File: src/design/ecsm_pkg.sv
// shared types and constants for the elliptic-curve scalar multiply core
`timescale 1ns / 1ps
package ecsm_pkg;

    localparam int CfgIdxBits = 2;

    typedef enum logic [CfgIdxBits-1:0] {
        CFG_PRIME = 2'd0,
        CFG_A     = 2'd1,
        CFG_B     = 2'd2,
        CFG_NONE  = 2'd3
    } t_cfg_idx;

    typedef enum logic [4:0] {
        S_IDLE,
        S_MUL,
        S_DGO,
        S_DWT,
        S_I1,
        S_I2,
        S_I3,
        S_I4,
        S_C1,
        S_C2,
        S_C3,
        S_C4,
        S_C5,
        S_FIND,
        S_DBL0,
        S_DBL1,
        S_DBL2,
        S_DBL3,
        S_F_INV0,
        S_EU_TEST,
        S_EU_Q,
        S_EU_T,
        S_F_S,
        S_F_X1,
        S_F_X2,
        S_F_X3,
        S_F_X4,
        S_F_X5,
        S_OUT
    } t_state;

endpackage

File: src/design/ecsm_div.sv
// iterative restoring divider, one quotient bit per cycle
`timescale 1ns / 1ps
module ecsm_div #(
    parameter int N = 16
) (
    input  logic           i_clk,
    input  logic           i_rst_n,
    input  logic           i_start,
    input  logic [2*N-1:0] i_dividend,
    input  logic [N-1:0]   i_divisor,
    output logic           o_done,
    output logic [2*N-1:0] o_quo,
    output logic [N-1:0]   o_rem
);
    localparam int CntBits = $clog2(2 * N + 1);

    logic [2*N-1:0]   r_q;
    logic [N-1:0]     r_r;
    logic [N-1:0]     r_dvs;
    logic [CntBits-1:0] r_cnt;
    logic             r_done;
    logic [N:0]       w_trial;
    logic             w_ge;

    assign w_trial = {r_r, r_q[2*N-1]};
    assign w_ge    = (w_trial >= {1'b0, r_dvs});

    always_ff @(posedge i_clk) begin
        if (!i_rst_n) begin
            r_cnt  <= '0;
            r_done <= 1'b0;
        end else begin
            r_done <= 1'b0;
            if (i_start) begin
                r_cnt <= CntBits'(2 * N);
            end else if (r_cnt != '0) begin
                r_cnt <= r_cnt - 1'b1;
                if (r_cnt == CntBits'(1)) begin
                    r_done <= 1'b1;
                end
            end
        end
    end

    always_ff @(posedge i_clk) begin
        if (i_start) begin
            r_q   <= i_dividend;
            r_r   <= '0;
            r_dvs <= i_divisor;
        end else if (r_cnt != '0) begin
            r_q <= {r_q[2*N-2:0], w_ge};
            r_r <= w_ge ? N'(w_trial - {1'b0, r_dvs}) : w_trial[N-1:0];
        end
    end

    assign o_done = r_done;
    assign o_quo  = r_q;
    assign o_rem  = r_r;

endmodule

File: src/design/ec_scalar_multiply_core.sv
// elliptic-curve scalar multiply, left-to-right double-and-add over a small prime field
// sequence: reduction and curve check, then a search down the scalar for its top set bit, then
//   per lower bit a doubling and an optional addition, each one euclid inverse (two divider
//   passes per round) plus three or four mulmods
// throughput: one request at a time, a new one is taken once the result is in the output register
// reset: synchronous active-low, registers come up as prime 23, a 1, b 1; output empty
`timescale 1ns / 1ps
module ec_scalar_multiply_core #(
    parameter int COORD_BITS  = 16,
    parameter int SCALAR_BITS = 16
) (
    input  logic                       i_clk,
    input  logic                       i_rst_n,
    // request channel
    input  logic                       i_valid,
    output logic                       o_stall,
    input  logic [SCALAR_BITS-1:0]     i_scalar,
    input  logic [COORD_BITS-1:0]      i_base_x,
    input  logic [COORD_BITS-1:0]      i_base_y,
    // result channel
    output logic                       o_valid,
    input  logic                       i_stall,
    output logic [COORD_BITS-1:0]      o_result_x,
    output logic [COORD_BITS-1:0]      o_result_y,
    output logic                       o_on_curve,
    output logic                       o_degenerate,
    // register write channel
    input  logic                       i_cfg_valid,
    output logic                       o_cfg_ready,
    input  logic [ecsm_pkg::CfgIdxBits-1:0] i_cfg_index,
    input  logic [COORD_BITS-1:0]      i_cfg_data
);
    import ecsm_pkg::*;

    localparam int N  = COORD_BITS;
    localparam int NB = (SCALAR_BITS > 1) ? $clog2(SCALAR_BITS) : 1;

    // modular add and subtract on operands already below m
    function automatic logic [N-1:0] f_add(input logic [N-1:0] x, input logic [N-1:0] y,
                                           input logic [N-1:0] m);
        logic [N:0] s;
        s = {1'b0, x} + {1'b0, y};
        if (s >= {1'b0, m}) begin
            s = s - {1'b0, m};
        end
        return s[N-1:0];
    endfunction

    function automatic logic [N-1:0] f_sub(input logic [N-1:0] x, input logic [N-1:0] y,
                                           input logic [N-1:0] m);
        logic [N:0] d;
        if (x >= y) begin
            d = {1'b0, x} - {1'b0, y};
        end else begin
            d = {1'b0, x} + {1'b0, m} - {1'b0, y};
        end
        return d[N-1:0];
    endfunction

    t_state r_state, n_state;
    t_state r_ret, n_ret;

    // configuration registers, raw as written
    logic [N-1:0] r_p, r_ca, r_cb;

    // datapath
    logic [SCALAR_BITS-1:0] r_k;
    logic [NB-1:0]  r_bit;
    logic [N-1:0]   r_m, r_a, r_b, r_bx, r_by, r_cx, r_cy;
    logic [N-1:0]   r_num, r_den, r_px, r_py, r_qx, r_s, r_t, r_x3, r_dx, r_dy;
    logic [N-1:0]   r_r0, r_r1, r_t0, r_t1;
    logic [N-1:0]   r_opx, r_opy, r_dvs;
    logic [2*N-1:0] r_prod;
    logic           r_add, r_deg, r_onc;

    // result register
    logic           r_ovalid;
    logic [N-1:0]   r_res_x, r_res_y;
    logic           r_res_onc, r_res_deg;

    logic           w_in_acc, w_out_load, w_div_start, w_div_done;
    logic [2*N-1:0] w_quo;
    logic [N-1:0]   w_rem;

    assign w_in_acc    = i_valid && (r_state == S_IDLE);
    assign w_out_load  = (r_state == S_OUT) && (!r_ovalid || !i_stall);
    assign w_div_start = (r_state == S_DGO);

    // shared divider: every mulmod reduction and every euclid quotient goes through it
    ecsm_div #(.N(N)) u_div (
        .i_clk      (i_clk),
        .i_rst_n    (i_rst_n),
        .i_start    (w_div_start),
        .i_dividend (r_prod),
        .i_divisor  (r_dvs),
        .o_done     (w_div_done),
        .o_quo      (w_quo),
        .o_rem      (w_rem)
    );

    // state, handshake and configuration registers
    always_ff @(posedge i_clk) begin
        if (!i_rst_n) begin
            r_state  <= S_IDLE;
            r_ret    <= S_IDLE;
            r_ovalid <= 1'b0;
            r_p      <= N'(23);
            r_ca     <= N'(1);
            r_cb     <= N'(1);
        end else begin
            r_state <= n_state;
            r_ret   <= n_ret;
            if (w_out_load) begin
                r_ovalid <= 1'b1;
            end else if (!i_stall) begin
                r_ovalid <= 1'b0;
            end
            if (i_cfg_valid && o_cfg_ready) begin
                case (t_cfg_idx'(i_cfg_index))
                    CFG_PRIME: r_p  <= i_cfg_data;
                    CFG_A:     r_ca <= i_cfg_data;
                    CFG_B:     r_cb <= i_cfg_data;
                    default: ;
                endcase
            end
        end
    end

    // sequencer: arithmetic states hand off to the shared mulmod/divide path and name a return
    always_comb begin
        n_state = r_state;
        n_ret   = r_ret;
        case (r_state)
            S_IDLE: begin
                if (w_in_acc) begin
                    n_state = S_MUL;
                    n_ret   = S_I1;
                end
            end
            S_MUL:  n_state = S_DGO;
            S_DGO:  n_state = S_DWT;
            S_DWT: begin
                if (w_div_done) begin
                    n_state = r_ret;
                end
            end
            S_I1: begin n_state = S_MUL; n_ret = S_I2; end
            S_I2: begin n_state = S_MUL; n_ret = S_I3; end
            S_I3: begin n_state = S_MUL; n_ret = S_I4; end
            S_I4: begin n_state = S_MUL; n_ret = S_C1; end
            S_C1: begin n_state = S_MUL; n_ret = S_C2; end
            S_C2: begin n_state = S_MUL; n_ret = S_C3; end
            S_C3: begin n_state = S_MUL; n_ret = S_C4; end
            S_C4:   n_state = S_C5;
            S_C5:   n_state = S_FIND;
            S_FIND: begin
                if (r_bit == '0) begin
                    n_state = S_OUT;
                end else if (r_k[r_bit]) begin
                    n_state = S_DBL0;
                end
            end
            S_DBL0: begin n_state = S_MUL; n_ret = S_DBL1; end
            S_DBL1:   n_state = S_DBL2;
            S_DBL2:   n_state = S_DBL3;
            S_DBL3:   n_state = S_F_INV0;
            S_F_INV0: n_state = S_EU_TEST;
            S_EU_TEST: begin
                if (r_r1 == '0) begin
                    if (r_r0 == N'(1)) begin
                        n_state = S_MUL;
                        n_ret   = S_F_S;
                    end else begin
                        n_state = S_F_X1;
                    end
                end else begin
                    n_state = S_MUL;
                    n_ret   = S_EU_Q;
                end
            end
            S_EU_Q: begin n_state = S_MUL; n_ret = S_EU_T; end
            S_EU_T:  n_state = S_EU_TEST;
            S_F_S:   n_state = S_F_X1;
            S_F_X1: begin n_state = S_MUL; n_ret = S_F_X2; end
            S_F_X2:  n_state = S_F_X3;
            S_F_X3: begin n_state = S_MUL; n_ret = S_F_X4; end
            S_F_X4:  n_state = S_F_X5;
            S_F_X5: begin
                if (!r_add && r_k[r_bit]) begin
                    n_state = S_F_INV0;
                end else if (r_bit == '0) begin
                    n_state = S_OUT;
                end else begin
                    n_state = S_DBL0;
                end
            end
            S_OUT: begin
                if (w_out_load) begin
                    n_state = S_IDLE;
                end
            end
            default: n_state = S_IDLE;
        endcase
    end

    // datapath registers
    always_ff @(posedge i_clk) begin
        case (r_state)
            S_IDLE: begin
                if (w_in_acc) begin
                    // zero modulus behaves as modulus one
                    r_m   <= (r_p == '0) ? N'(1) : r_p;
                    r_dvs <= (r_p == '0) ? N'(1) : r_p;
                    r_k   <= i_scalar;
                    r_cy  <= i_base_y;
                    r_deg <= 1'b0;
                    r_opx <= i_base_x;
                    r_opy <= N'(1);
                end
            end
            S_MUL: r_prod <= (2*N)'(r_opx) * (2*N)'(r_opy);
            S_I1: begin r_bx <= w_rem; r_opx <= r_cy; end
            S_I2: begin r_by <= w_rem; r_opx <= r_ca; end
            S_I3: begin r_a  <= w_rem; r_opx <= r_cb; end
            S_I4: begin
                r_b   <= w_rem;
                r_opx <= r_by;
                r_opy <= r_by;
            end
            // curve check: y^2 against x^3 + a*x + b
            S_C1: begin r_t <= w_rem; r_opx <= r_bx; r_opy <= r_bx; end
            S_C2: begin r_opx <= w_rem; r_opy <= r_bx; end
            S_C3: begin r_num <= w_rem; r_opx <= r_a; r_opy <= r_bx; end
            S_C4: r_num <= f_add(r_num, w_rem, r_m);
            S_C5: begin
                r_onc <= (f_add(r_num, r_b, r_m) == r_t);
                r_cx  <= r_bx;
                r_cy  <= r_by;
                r_bit <= NB'(SCALAR_BITS - 1);
            end
            S_FIND: begin
                if (r_bit != '0) begin
                    r_bit <= r_bit - 1'b1;
                end
            end
            // doubling slope 3x^2 + a over 2y
            S_DBL0: begin r_opx <= r_cx; r_opy <= r_cx; end
            S_DBL1: r_t <= f_add(w_rem, w_rem, r_m);
            S_DBL2: r_t <= f_add(r_t, w_rem, r_m);
            S_DBL3: begin
                r_num <= f_add(r_t, r_a, r_m);
                r_den <= f_add(r_cy, r_cy, r_m);
                r_px  <= r_cx;
                r_py  <= r_cy;
                r_qx  <= r_cx;
                r_add <= 1'b0;
            end
            // extended euclid, cofactor kept mod m
            S_F_INV0: begin
                r_r0 <= r_m;
                r_r1 <= r_den;
                r_t0 <= '0;
                r_t1 <= (r_m == N'(1)) ? '0 : N'(1);
            end
            S_EU_TEST: begin
                if (r_r1 == '0) begin
                    if (r_r0 == N'(1)) begin
                        r_opx <= r_num;
                        r_opy <= r_t0;
                        r_dvs <= r_m;
                    end else begin
                        // no inverse: slope forced to zero
                        r_s   <= '0;
                        r_deg <= 1'b1;
                        r_dvs <= r_m;
                    end
                end else begin
                    r_opx <= r_r0;
                    r_opy <= N'(1);
                    r_dvs <= r_r1;
                end
            end
            S_EU_Q: begin
                r_r0  <= r_r1;
                r_r1  <= w_rem;
                r_opx <= w_quo[N-1:0];
                r_opy <= r_t1;
                r_dvs <= r_m;
            end
            S_EU_T: begin
                r_t0 <= r_t1;
                r_t1 <= f_sub(r_t0, w_rem, r_m);
            end
            S_F_S:  r_s <= w_rem;
            S_F_X1: begin r_opx <= r_s; r_opy <= r_s; end
            S_F_X2: r_x3 <= f_sub(f_sub(w_rem, r_px, r_m), r_qx, r_m);
            S_F_X3: begin
                r_opx <= r_s;
                r_opy <= f_sub(r_px, r_x3, r_m);
            end
            S_F_X4: begin
                r_dx <= r_x3;
                r_dy <= f_sub(w_rem, r_py, r_m);
            end
            S_F_X5: begin
                if (!r_add && r_k[r_bit]) begin
                    // chord with the base point, used even when the points coincide
                    r_num <= f_sub(r_by, r_dy, r_m);
                    r_den <= f_sub(r_bx, r_dx, r_m);
                    r_px  <= r_dx;
                    r_py  <= r_dy;
                    r_qx  <= r_bx;
                    r_add <= 1'b1;
                end else begin
                    r_cx <= r_dx;
                    r_cy <= r_dy;
                    if (r_bit != '0) begin
                        r_bit <= r_bit - 1'b1;
                    end
                end
            end
            S_OUT: begin
                if (w_out_load) begin
                    r_res_x   <= r_cx;
                    r_res_y   <= r_cy;
                    r_res_onc <= r_onc;
                    r_res_deg <= r_deg;
                end
            end
            default: ;
        endcase
    end

    assign o_stall      = (r_state != S_IDLE);
    assign o_valid      = r_ovalid;
    assign o_result_x   = r_res_x;
    assign o_result_y   = r_res_y;
    assign o_on_curve   = r_res_onc;
    assign o_degenerate = r_res_deg;
    // curve registers only change while no request is being worked on
    assign o_cfg_ready  = (r_state == S_IDLE);

    // working modulus never zero once a request is in flight
    a_mod_nonzero: assert property (@(posedge i_clk) disable iff (!i_rst_n)
        (r_state != S_IDLE && r_state != S_MUL && r_state != S_DGO && r_state != S_DWT
         && r_state != S_I1) |-> (r_m != '0))
        else $error("working modulus is zero");

    // accumulator is reduced while the top scalar bit is sought
    a_acc_reduced: assert property (@(posedge i_clk) disable iff (!i_rst_n)
        (r_state == S_FIND) |-> (r_cx < r_m && r_cy < r_m))
        else $error("accumulator not reduced");

    // euclid remainders stay bounded by the modulus
    a_euclid_bound: assert property (@(posedge i_clk) disable iff (!i_rst_n)
        (r_state == S_EU_TEST) |-> (r_r0 <= r_m && r_r1 < r_m))
        else $error("euclid remainder out of range");

endmodule
File: config.mk
export PLATFORM = sky130hd
export DESIGN_NAME = ec_scalar_multiply_core
export DESIGN_NICKNAME = d
export VERILOG_FILES = /design/src/design/ecsm_pkg.sv /design/src/design/ecsm_div.sv /design/src/design/ec_scalar_multiply_core.sv
export SDC_FILE = /design/constraint.sdc
export NUM_CORES = 2
export LEC_CHECK = 0
export ABC_AREA = 0
export BUFFER_PORTS_ARGS = -buffer_cell sky130_fd_sc_hd__buf_2
export CAP_MARGIN = 20
export CORE_MARGIN = 1.5
export CORE_UTILIZATION = 59
export CTS_CLUSTER_DIAMETER = 40
export DETAILED_ROUTE_END_ITERATION = 10
export GPL_TIMING_DRIVEN = 1
export PLACE_DENSITY = 0.79
export SETUP_SLACK_MARGIN = 0.4
export SYNTH_ARGS = -nofsm -noshare
export SYNTH_HDL_FRONTEND = slang
export SYNTH_HIERARCHICAL = 1
export SYNTH_SLANG_ARGS = --single-unit
File: constraint.sdc
create_clock -name i_clk -period 6.8 [get_ports i_clk]
set_input_delay 0.34 -clock i_clk [delete_from_list [all_inputs] [get_ports i_clk]]
set_output_delay 0.34 -clock i_clk [all_outputs]
set_load 0.05 [all_outputs]
==> results.tsv <==
metric	value	unit
Max Fclk	0.159	GHz
Reg clk slew, reported paths	0.06	ns
total global routing overflow	0	
sum of routed wire length over all layers	227000	um
I/O Buffers	107	
Int Pwr	20.4	mW
Synth top area share	28.4	%
H-Tree Depth	3	
Die Footprint	0.0953	sq mm
drt first pass iters	11	
top post-synthesis cells by count	inv_1 (654), nand2_1 (621), ha_1 (530)	
routability cong.	1.11	
clock root cell	clkbuf_16	
slowest stage delay, CP	0.54	ns
Synth Net Count	6726	
failing checks	DRC	
starting density of the core	59.9	%
fin crit share	92.4	%
via count	50000	
CP most frequent cell	fa_1	
row count	111	
via-per-instance ratio	6.66	
Final setup viols	0	
Pwr Density	637	mW/mm^2
cells after synthesis	5835	
DIE WIDTH	309	um
Final Power	39.9	mW
Synth Cell Area	0.0552	sq mm
Filler cells	7279	
CP max FO	7	
Fin. Hold Viols	0	
Layout Skew	0.0317	ns
clock buffer depth	3	
Final Slew Violations	0	
worst slack, placed	0.295	ns
leakage	27.4	nW
share of layout cells above drive strength 1	12.3	%
I/O pin count	108	
most frequent cell after synthesis	inv_1	
ANT nets after route	0	
pin count of the biggest net entering global routing	86	
first-pass GRT wire length	322000	um
Distinct cells, synth	103	
Clk network pwr share	13.0	%
top cell type by total area after synthesis	edfxtp_1	
final worst slack	0.520	ns
initial antenna violation count	30	
WL per Instance	30.3	um
met3 routed WL	32300	um
RSZ-0062 raised after global routing	true	
maxcap violations	0	
Seq cells post-synth	603	
Seq/Total Area, Yosys	31.3	%
Comb power frac	72.5	%
CTS tree	done	
1st-iter DRT viols	7477	
fraction of registers with async set/reset	0	%
final setup TNS	0	ns
vias in the first global route	47400	
Worst path slowest cell	edfxtp_1	
Top Metal Used	met5	
hpwl dp	177000	um
WL met2	93700	um
clk_lat worst skew	0.70	ns
synth top area cells	edfxtp_1 (28%), ha_1 (12%), fa_1 (11%), inv_1 (4.5%), nand2_1 (4.2%)	
CP endpoint kind	flip-flop	
CP startpoint kind	flip-flop	
die height	309	um
core area	0.0921	sq mm
fin util	68.1	%
WS Path Type	flip-flop to flip-flop	
EDFF count, synth	521	
synth warn	6	
Slew Limit Headroom	19.5	%
worst min path class	primary input to flip-flop	
Mean Syn Cell Area	9.45	sq um
Switch Pwr	19.5	mW
GRT Util Overall	47.3	%
Critical Path AT	6.71	ns
Worst-Margin Slew	1.21	ns
Layout area overhead	13.8	%
CTS sink count	603	
critical path, cell by cell	and2_4 > fa_1 > inv_2 > fa_1 > fa_1 > inv_1 > fa_1 > fa_1 > inv_2 > fa_1 > inv_2 > ha_4 > a21oi_4 > o21bai_1 > a21oi_2 > o21ai_2 > a221o_1 > a31o_2 > a211o_1 > o21ai_2 > o221ai_2 > xor2_1	
status	finished with violations	
share of power burned in registers	14.6	%
Net count, final	7046	
min cycle time layout	6.28	ns
ys flop type	edfxtp_1	
Num CTS Buffers	97	
VDD IR max	1.68	mV
DRC Markers	12	
DRT met1 WL	83400	um
Crit path required time	7.23	ns
Net Sw Frac	48.9	%
## cell families (layout without fill, tap and decap cells)
logic type               Yosys count  in the layout  share of synthesized area (%)
AO/OA/AOI/OAI                   1390           1390                           17.0
adder cells (fa/ha/maj)          820            820                           22.5
flip-flops                       603            603                           31.3
AND/OR/NAND/NOR                 1621           1621                           13.7
multiplexers                     172            172                           3.38
buffers and inverters            840           1243                           5.83
XOR/XNOR                         389            389                           6.19
other                              0             17                              0
## final timing paths
kind / slack (ns) / startpoint / cells after the start / endpoint
worst min register to register: 0.42 / r_dvs[5] / 0 / u_div/r_dvs[5]
worst max-delay path: 0.52 / r_opy[5] / 22 / r_prod[28]
worst min-delay path: 0.02 / i_base_y[0] / 3 / r_cy[0]
worst max register to register: 0.52 / r_opy[5] / 22 / r_prod[28]
## final cells by class
class                   count  area, sq um  share of cell area [%]
well taps                1243         1560                    2.48
clock inverters            74          825                    1.31
clock buffers             108         2550                    4.07
multi-input cells        4392        35100                    55.9
flip-flops and latches    603        17300                    27.6
diodes                     17         42.5                  0.0678
repair buffers            405         2940                    4.68
inverters                 656         2460                    3.92
## what timing repair did
item	4_1_cts	5_1_grt
resized for setup	3	73
endpoints found under the hold margin	42	0
setup buffers	13	21
setup endpoints to repair	4	34
pin swaps	0	46
hold buffers	39	0
## placed cells by master (no fill, tap or decap), types with 55 or more instances in the layout
cell,n
nand4_1,55
buf_2,107
xor2_1,137
nor2b_1,55
ha_1,520
buf_4,249
nand2_1,621
edfxtp_1,521
o21ai_0,243
and2_1,150
nand3_1,85
fa_1,285
a21o_1,131
a21boi_0,57
nor2_1,330
clkbuf_16,100
mux2_2,72
nor3_1,104
a21oi_1,317
dfxtp_1,80
inv_1,642
a22oi_1,76
mux2i_1,88
xnor2_1,250
## worst max-delay path, delay by kind of cell (launching register included)
| kind | cells | cell delay (ns) |
|---|---|---|
| AOI/OAI and AO/OA | 9 | 1.74 |
| and+or+nand+nor | 1 | 0.22 |
| adders and majority gates | 7 | 3.19 |
| buffers and inverters | 4 | 0.18 |
| DFF | 1 | 0.54 |
| xor gates and xnor gates | 1 | 0.14 |
## per-stage QoR
stage	area (sq um)	hold slack, ns	cells
floorplan	55200	0.400	5835
global placement	58300	0.402	7224
detailed placement	58300	0.405	7224
CTS	62200	0.00233	7458
global route	62700	0.0167	7483
finish	62700	0.0206	7498
## power by group through the flow
stage | sequential (mW) | combinational (mW) | clock (mW)
CTS | 5.79 | 26.7 | 5.15
detailed placement | 5.86 | 26.3 | 0
floorplan | 5.73 | 17.7 | 0
global route | 5.81 | 31.2 | 5.31
global placement | 5.86 | 26.0 | 0
finish | 5.81 | 28.9 | 5.18
## layer usage
metal,GRT usage [%],up-vias
met5,0,-
li1,-,21400
met3,15.5,847
met1,60.7,24100
met2,68.7,3586
met4,30.4,22
(Power assumes the default switching activity.)
